--- config.mk ---
export PLATFORM = sky130hd
export DESIGN_NAME = dlfe_queue
export DESIGN_NICKNAME = d
export VERILOG_FILES = /design/src/design/dlfe_pkg.sv /design/src/design/dlfe_queue.sv
export SDC_FILE = /design/constraint.sdc
export NUM_CORES = 1
export LEC_CHECK = 0
export BUFFER_PORTS_ARGS = -buffer_cell sky130_fd_sc_hd__clkbuf_2
export CORE_UTILIZATION = 57
export DETAILED_ROUTE_END_ITERATION = 8
export PLACE_DENSITY_LB_ADDON = 0.25
export SYNTH_ARGS = -nofsm -noshare
export SYNTH_HDL_FRONTEND = slang
export SYNTH_SLANG_ARGS = --single-unit
--- constraint.sdc ---
create_clock -name clk -period 31.8 [get_ports clk]
set_input_delay 1.59 -clock clk [delete_from_list [all_inputs] [get_ports clk]]
set_output_delay 1.59 -clock clk [all_outputs]
set_load 0.1 [all_outputs]
--- src/design/dlfe_pkg.sv ---
`timescale 1ns / 1ps
package dlfe_pkg;

	localparam logic [2:0] MODE_LINE   = 3'd0;
	localparam logic [2:0] MODE_CLEAR  = 3'd1;
	localparam logic [2:0] MODE_GLYPH  = 3'd2;
	localparam logic [2:0] MODE_INVERT = 3'd3;
	localparam logic [2:0] MODE_READ   = 3'd4;

	localparam int POS_W = 24;
	localparam int DIV_STEPS = 24;
	localparam logic [7:0] FADE_OFF = 8'hFF;
	localparam logic [7:0] HALF_PIXEL = 8'h80;
	localparam logic [7:0] PIXEL_MSB = 8'h80;
	localparam logic [2:0] GLYPH_LAST = 3'd6;

	typedef struct packed {
		logic [2:0]       mode;
		logic             inverse;
		logic [7:0]       period;
		logic [15:0]      length;
		logic [POS_W-1:0] xpos;
		logic [POS_W-1:0] ypos;
		logic [POS_W-1:0] xinc;
		logic [POS_W-1:0] yinc;
		logic [12:0]      base;
		logic [5:0]       ncols;
		logic [55:0]      glyph;
		logic [12:0]      raddr;
	} cmd_t;

endpackage

--- src/design/dlfe_queue.sv ---
`timescale 1ns / 1ps
module dlfe_queue (
	input  logic          clk,
	input  logic          arst_n,
	input  logic          push,
	input  dlfe_pkg::cmd_t push_cmd,
	output logic          full,
	input  logic          pop,
	output logic          avail,
	output dlfe_pkg::cmd_t head
);
	dlfe_pkg::cmd_t slot_q [2];
	logic wp_q, rp_q;
	logic [1:0] cnt_q;

	assign full  = (cnt_q == 2'd2);
	assign avail = (cnt_q != 2'd0);
	assign head  = slot_q[rp_q];

	always_ff @(posedge clk) begin
		if (push && !full) begin
			slot_q[wp_q] <= push_cmd;
		end
	end

	always_ff @(posedge clk or negedge arst_n) begin
		if (!arst_n) begin
			wp_q <= 1'b0;
			rp_q <= 1'b0;
			cnt_q <= 2'd0;
		end else begin
			if (push && !full) wp_q <= ~wp_q;
			if (pop && avail) rp_q <= ~rp_q;
			cnt_q <= cnt_q + {1'b0, push && !full} - {1'b0, pop && avail};
		end
	end
endmodule

# --- Yosys cells after proc, flatten, opt, wreduce, memory -nomap -nowiden ---
# Memories as Yosys holds them, arrays and structs flattened.
# Cells that the tools add are included.
classes:
  n_addsub: 2
  eq_ne: 1
  n_mux: 2
  n_bitwise: 2
  reduce_logical: 4
op_table:
  columns: ["cell", "count"]
  rows:
  - ["$add A2 B1 Y2", 1]
  - ["$eq A2 B2 Y1 const B", 1]
  - ["$logic_and A1 B1 Y1", 2]
  - ["$mux W1", 2]
  - ["$not A1 Y1", 2]
  - ["$reduce_bool A2 Y1", 1]
  - ["$sub A2 B1 Y2", 1]
  - ["$logic_not A1 Y1", 1]
word_totals:
  register_bits: 4
  mem_bits_rw: 424
  input_bits: 216
  out_inout_bits: 214
  wordCells: 15
  mem_count: 1
memory_table:
  columns: ["name", "words", "word_bits", "rd", "rd_clocked_by_memory_dff", "write_ports", "line", "rtl"]
  rows:
  - ["slot_q", 2, 212, 1, 0, 1, "dlfe_queue.sv:12", "dlfe_pkg::cmd_t slot_q [2];"]

# --- Depth between registers and ports, before layout ---
# Gate-level depths: netlist of run 1.
depth:
  depth_word: 5
  ltp_mapped: 7
  ltp_nobuf: 7

# --- Worst setup path after synthesis of run 1 ---
# No wires, ideal clock.
synth_path:
  path_kind: "input port to flip-flop"
  startpoint: "input port push"
  endpoint: "memory slot_q[0][0] (netlist name), enable pin"
  setup_time_ns: 0.788
  arrival_time_ns: 10.470
  required_ns: 31.012
  setup_slack_ns: 20.542
  stages: 2
  n_path_buf: 0
  cell_sequence: "nand2_1 > nor2_1"
synth_between:
  elab_chain_cells: 3
synth_rtl:
  columns: ["item", "line", "rtl"]
  rows:
  - ["from (decl)", "dlfe_queue.sv:5", "input logic push,"]
  - ["$logic_and A1 B1 Y1", "dlfe_queue.sv:21", "if (push && !full) begin"]
  - ["$mux W1", "dlfe_queue.sv:21", null]
  - ["$mux W1 (implied by the code)", "dlfe_queue.sv:22", "slot_q[wp_q] <= push_cmd;"]
  - ["to (decl)", "dlfe_queue.sv:12", null]
# No other way between the ends.

==> run_results.csv, run 1 <==
group,metric,value,unit
worst_setup_path,crit-reg2reg-launch,"cnt_q[1]$_DFF_PN0_",
placed_design,place.port_buffers,429,
worst_setup_path,critical-path-max-stage-delay,0.93,ns
detailed_routing,drtIter0Drc,550,
detailed_routing,met1_length,11.73,mm
global_route,grt_max_degree,83,
synthesis,synth_area_per_cell,23.90,µm²
synthesis,mappedNetlistArea,16200,µm²
worst_setup_path,critical_path.cell_chain,"buf_4 -> buf_4 -> mux2_2 -> clkbuf_2",
clock_network,worstSkewPairLatency,0.52,ns
finish,layout_commonest_cell,"clkbuf_2",
synthesis,mappedNetlistNets,896,
global_route,grt_usage,0.2142,
worst_setup_path,worstReg2RegEnd,"slot_q[0][42]$_DFFE_PP_",
worst_setup_path,critical_path.most_common_cell,"buf_4",
hold_path,hold_path.class,"flop to flop",
finish,post_route_cells_drive_above_1_share,0.6093,
finish,synthToLayoutAreaGrowth,23.75,%
sta,clock_skew_after_layout,0.01051,ns
synthesis,synth_largest_area_cell,"edfxtp_1",
finish,layout.cells.most_common_list,"429 x clkbuf_2, 424 x edfxtp_1, 170 x mux2_4, 45 x clkbuf_16, 42 x mux2_2",
detailed_routing,wl_per_cell,20.78,µm
synthesis,synth.lib_cells_used.distinct,16,
worst_setup_path,critical_path.startpoint_type,"flop",
sta,final_min_period_over_clock_period,0.1761,
sta,fmaxAchievable,178.5,MHz
hold_path,hold_depth,1,
synthesis,yosys-top-cells-area,"edfxtp_1 79%, mux2_4 16%, mux2_2 2.9%, buf_6 1.4%, dfrtp_1 0.62%",
detailed_routing,drc,0,
job,max-cap-violations,0,
sta,fin_setup_tns,0,ns
clock_network,clock_path_buffers,3,
synthesis,sequential_fraction_of_the_synthesis_area,0.7920,
detailed_routing,vias,7962,
floorplan,start_util,0.5816,
detailed_routing,detail_route.first_pass.iterations,6,
sta,finalSetupViolCount,0,
floorplan,die-height,170.6,µm
sta,rsz0062_at_grt,"false",
worst_setup_path,endpoint_kind,"primary output",
detailed_routing,detailroute.wirelength.met3,3.065,mm
clock_network,clkSinkCount,428,
sta,worst_rel_slew_slack,0.2193,
clock_network,cts_setup_buffers,0,
floorplan,die-width,170.6,µm
floorplan,floorplan.core_area,27860,µm²
worst_setup_path,cp_max_fo,59,
clock_network,ctsRootBufferMaster,"clkbuf_16",
floorplan,fp_rows,61,
hold_path,worstHoldStart,"cnt_q[0]$_DFF_PN0_",
synthesis,synthDominantCellAreaShare,0.7858,
synthesis,number_of_register_bits_inferred_by_synthesis,428,
clock_network,cts_inserted_buffers,42,
clock_network,path_clk_slew,0.06,ns
worst_setup_path,worstPathArrival,4.01,ns
worst_setup_path,worst-r2r-cell-count,5,
worst_setup_path,critPathSlowestCell,"buf_4",
sta,timing.hold.ws,0.5386,ns
synthesis,synthCells,678,
clock_network,ctsHoldBuffers,0,
clock_network,cts.htree.levels,2,
finish,filler_cell_count,1714,
worst_setup_path,critPathKind,"flop to primary output",
synthesis,ys_warn_count,0,
global_route,antenna_violations_before_repair,3,
placed_design,place.gp.congestion,0.7930,
sta,hold_violations,0,
worst_setup_path,reg2reg_slack,28.73,ns
sta,worstMarginPinSlew,1.171,ns
detailed_routing,ant_nets,0,
detailed_routing,vias_per_cell,5.143,
global_route,number_of_global_route_vias_before_repair,8171,
detailed_routing,top_layer_used,"met4",
finish,final_stage_net_count,1353,
sta,finalWorstPathRequiredPeriod,5.601,ns
detailed_routing,drt-total-wl,32.16,mm
floorplan,die_area,29100,µm²
sta,timing.final.max_slew_violations,0,
hold_path,worst_hold_path.endpoint,"cnt_q[0]$_DFF_PN0_",
detailed_routing,met2RoutedLength,16.25,mm
placed_design,dp.final_hpwl,22.12,mm
outcome,run_status,"finished, final reports clean",
floorplan,top_level_ports,430,
worst_setup_path,timing.critical_path.buf_inv,3,
worst_setup_path,timing.critical_path.max_delay_family,"buffers and inverters",
worst_setup_path,worst-endpoint-required,30.21,ns
global_route,grt_pass1_wl,45.70,mm
clock_network,cts-resized-gates,0,
clock_network,cts_tree,"yes",
global_route,gr-total-overflow,0,
## kinds of logic (layout without fill, tap and decap cells)
group | count (synthesis) | after routing | share of synthesized area
flip-flops | 428 | 428 | 0.7920
multiplexers | 212 | 212 | 0.1867
buffers and inverters | 26 | 515 | 0.01560
AND/OR/NAND/NOR | 6 | 6 | 0.002008
XOR/XNOR | 4 | 4 | 0.002163
adder cells (fa/ha/maj) | 2 | 2 | 0.001544
other | 0 | 3 | 0
## worst register-to-register path, cell delays in order, from the launching register on
cell and delay (ns):
dfrtp_1 0.40, nand2b_1 0.14, nand2_1 0.15, nor2_4 0.50, buf_4 0.54, buf_4 0.89
## worst max-delay path by stage
stage | slack [ns] | cells past startpoint | startpoint | to
2_1_floorplan | 20.54 | 2 | push | slot_q[0][0]$_DFFE_PP_
4_1_cts | 26.16 | 4 | rp_q$_DFFE_PN0P_ | head[25]
3_5_place_dp | 26.73 | 4 | rp_q$_DFFE_PN0P_ | head[25]
6_report | 26.20 | 4 | rp_q$_DFFE_PN0P_ | head[25]
5_1_grt | 26.03 | 4 | rp_q$_DFFE_PN0P_ | head[25]
3_3_place_gp | 26.81 | 4 | rp_q$_DFFE_PN0P_ | head[25]
## Yosys cell counts
master	count
nor2_1	1
ha_1	2
xor2_1	1
dfrtp_1	4
mux2_2	42
xnor2_1	3
inv_1	2
nand2b_1	1
buf_2	4
and2_1	1
and3_1	1
mux2_4	170
nand2_1	1
edfxtp_1	424
buf_6	20
or2_2	1
## routing by layer
metal	vias up	GRT usage
met2	383	0.3670
li1	3640	-
met3	72	0.07610
met1	3867	0.2423
met5	-	0
met4	0	0.09205
## sequential cells by signal, indices dropped and copies added, names as in the netlist
register,flops
wp_q,1
slot_q,424
cnt_q,2
rp_q,1
## stage by stage
stage,util,setup WS (ns),std cells,instance area [µm²]
global placement,0.6696,26.81,1469,18650
CTS,0.7195,26.16,1545,20040
finish,0.7197,26.20,1548,20050
detailed placement,0.6696,26.73,1469,18650
floorplan,-,20.54,678,16200
global route,0.7197,26.03,1548,20050
## cell type report
class                           instances  area (µm²)  share of cell area
Timing Repair Buffer                  437        2207              0.1101
Antenna cell                            3       7.507           0.0003744
Multi-Input combinational cell        224        3131              0.1561
Sequential cell                       428       12840              0.6402
Clock buffer                           49        1141             0.05691
Tap cell                              378       473.0             0.02359
Inverter                                2       7.507           0.0003744
Clock inverter                         27       247.7             0.01236
Power of run 1 is not shown: default switching activity piles up to over one toggle a cycle in this logic, so the estimate is an artifact.
==> run 2, diff against run 1 <==
--- a/config.mk
+++ b/config.mk
@@ -6,7 +6,7 @@
 export NUM_CORES = 1
 export LEC_CHECK = 0
 export BUFFER_PORTS_ARGS = -buffer_cell sky130_fd_sc_hd__clkbuf_2
-export CORE_UTILIZATION = 57
+export CORE_UTILIZATION = 53
 export DETAILED_ROUTE_END_ITERATION = 8
 export PLACE_DENSITY_LB_ADDON = 0.25
 export SYNTH_ARGS = -nofsm -noshare
==> constraint.sdc (replaced) <==
create_clock -name clk -period 5.2 [get_ports clk]
set_input_delay 0.26 -clock clk [delete_from_list [all_inputs] [get_ports clk]]
set_output_delay 0.26 -clock clk [all_outputs]
set_load 0.1 [all_outputs]
==> run_results.csv, run 2 (same netlist as run 1, synthesis figures left out) <==
group,metric,value,unit
outcome,run_status,"finished, final reports clean",
detailed_routing,wl_per_cell,19.41,µm
finish,largest_register_ff_count,424,
finish,top_register,"slot_q",
worst_setup_path,endpoint_kind,"primary output",
detailed_routing,ant_nets,0,
global_route,grt_pass1_wl,50.63,mm
sta,clock_skew_after_layout,0.01469,ns
finish,final_stage_net_count,1566,
detailed_routing,drtIter0Drc,514,
clock_network,cts.htree.levels,2,
clock_network,cts_tree,"yes",
floorplan,floorplan.core_area,29870,µm²
clock_network,clkSinkCount,428,
worst_setup_path,critical_path.startpoint_type,"flop",
clock_network,cts_inserted_buffers,43,
worst_setup_path,critPathSlowestCell,"dfrtp_4",
detailed_routing,detail_route.first_pass.iterations,4,
floorplan,top_level_ports,430,
sta,timing.hold.ws,0.08085,ns
finish,layout.cells.non_filler,1774,
placed_design,dp.final_hpwl,20.70,mm
worst_setup_path,timing.critical_path.buf_inv,2,
sta,fmaxAchievable,319.9,MHz
floorplan,die-width,176.8,µm
sta,fin_setup_tns,0,ns
clock_network,worstSkewPairLatency,0.52,ns
clock_network,cts_setup_buffers,0,
detailed_routing,drc,0,
worst_setup_path,critical-path-max-stage-delay,0.90,ns
finish,filler_cell_count,1716,
hold_path,hold_path.class,"primary input to flop",
placed_design,place.gp.congestion,0.7670,
finish,post_route_cells_drive_above_1_share,0.5112,
clock_network,path_clk_slew,0.06,ns
placed_design,dp.cells,1480,
floorplan,die_area,31270,µm²
clock_network,cts-resized-gates,0,
clock_network,ctsHoldBuffers,213,
global_route,grt_max_degree,112,
worst_setup_path,worst-endpoint-required,4.94,ns
sta,hold_violations,0,
finish,ff_latch_area,12840,µm²
sta,final_min_period_over_clock_period,0.6011,
global_route,number_of_global_route_vias_before_repair,9413,
job,max-cap-violations,0,
sta,timing.final.max_slew_violations,0,
clock_network,clock_path_buffers,3,
sta,worst_rel_slew_slack,0.4265,
floorplan,die-height,176.8,µm
global_route,gr-total-overflow,0,
finish,layout.cells.most_common_list,"429 x clkbuf_2, 424 x edfxtp_1, 213 x dlygate4sd3_1, 170 x mux2_4, 44 x clkbuf_16",
finish,layout.core_utilization,0.7430,
floorplan,fp_rows,63,
sta,finalSetupViolCount,0,
clock_network,ctsRootBufferMaster,"clkbuf_16",
detailed_routing,vias,8842,
floorplan,start_util,0.5424,
finish,largest_registers,"slot_q: 424 flops, cnt_q: 2 flops",
finish,multi_input_comb_area,3131,µm²
worst_setup_path,timing.critical_path.max_delay_family,"buffers and inverters",
worst_setup_path,critical_path.cell_chain,"buf_12 -> mux2_4 -> clkbuf_2",
detailed_routing,drt-total-wl,34.44,mm
finish,synthToLayoutAreaGrowth,37.00,%
global_route,grt_usage,0.2151,
sta,finalWorstPathRequiredPeriod,3.126,ns
worst_setup_path,critPathKind,"flop to primary output",
placed_design,place.port_buffers,429,
detailed_routing,vias_per_cell,4.984,
worst_setup_path,worstPathArrival,2.87,ns
finish,layout_commonest_cell,"clkbuf_2",
global_route,antenna_violations_before_repair,3,
worst_setup_path,cp_max_fo,81,
sta,rsz0062_at_grt,"false",
sta,worstMarginPinSlew,0.8603,ns
run 2: changes by cell type in the layout (fill, tap and decap cells not counted), sizes merged:
cell	previous run	this run
clkbuf	478	484
clkinv	20	18
buf	8	7
clkinvlp	2	1
inv	2	3
dlygate4sd3	0	213
bufinv	5	3
run 2: worst register-to-register path: stages, from the launching register on:
cell and delay [ns]:
dfrtp_1 0.40, nand2b_1 0.12, and3_4 0.76, buf_4 0.71
run 2: worst paths after layout:
path	start	endpoint	cells past startpoint	slack, ns
min in group asynchronous	arst_n	wp_q$_DFFE_PN0N_	2	0.11
setup / recovery	rp_q$_DFFE_PN0P_	head[65]	3	2.07
max in group asynchronous	arst_n	rp_q$_DFFE_PN0P_	2	4.94
setup reg to reg	cnt_q[1]$_DFF_PN0_	slot_q[1][114]$_DFFE_PP_	3	2.80
hold reg to reg	cnt_q[0]$_DFF_PN0_	cnt_q[0]$_DFF_PN0_	1	0.52
hold / removal	pop	rp_q$_DFFE_PN0P_	3	0.08
run 2: layer usage:
layer  routed length (µm)  up-vias  part of all wire  track usage
met3                 2471       84             0.072      0.05541
met1                12410     4314              0.36       0.2334
met2                18080      379              0.52       0.3907
met4                 1477        0             0.043       0.1009
met5                    0        -                 0            0
li1                     -     4065                 -            -
run 2: through the flow:
| stage | area (µm²) | setup slack (ns) |
|---|---|---|
| after global routing | 22200 | 1.971 |
| after CTS | 22190 | 2.075 |
| after floorplan | 16210 | 1.009 |
| after global placement | 18720 | 2.640 |
| after detailed placement | 18720 | 2.648 |
| final | 22200 | 2.074 |
run 2: layout make-up:
class | instances | share of cell area
inverter | 2 | 0.0003382
antenna | 3 | 0.0003382
sequential | 428 | 0.5783
tap | 390 | 0.02198
timing repair buffer | 649 | 0.1980
multi-input combinational | 224 | 0.1410
clock buffer | 55 | 0.05146
clock inverter | 23 | 0.008624
Power of run 2 is left out for the same reason.
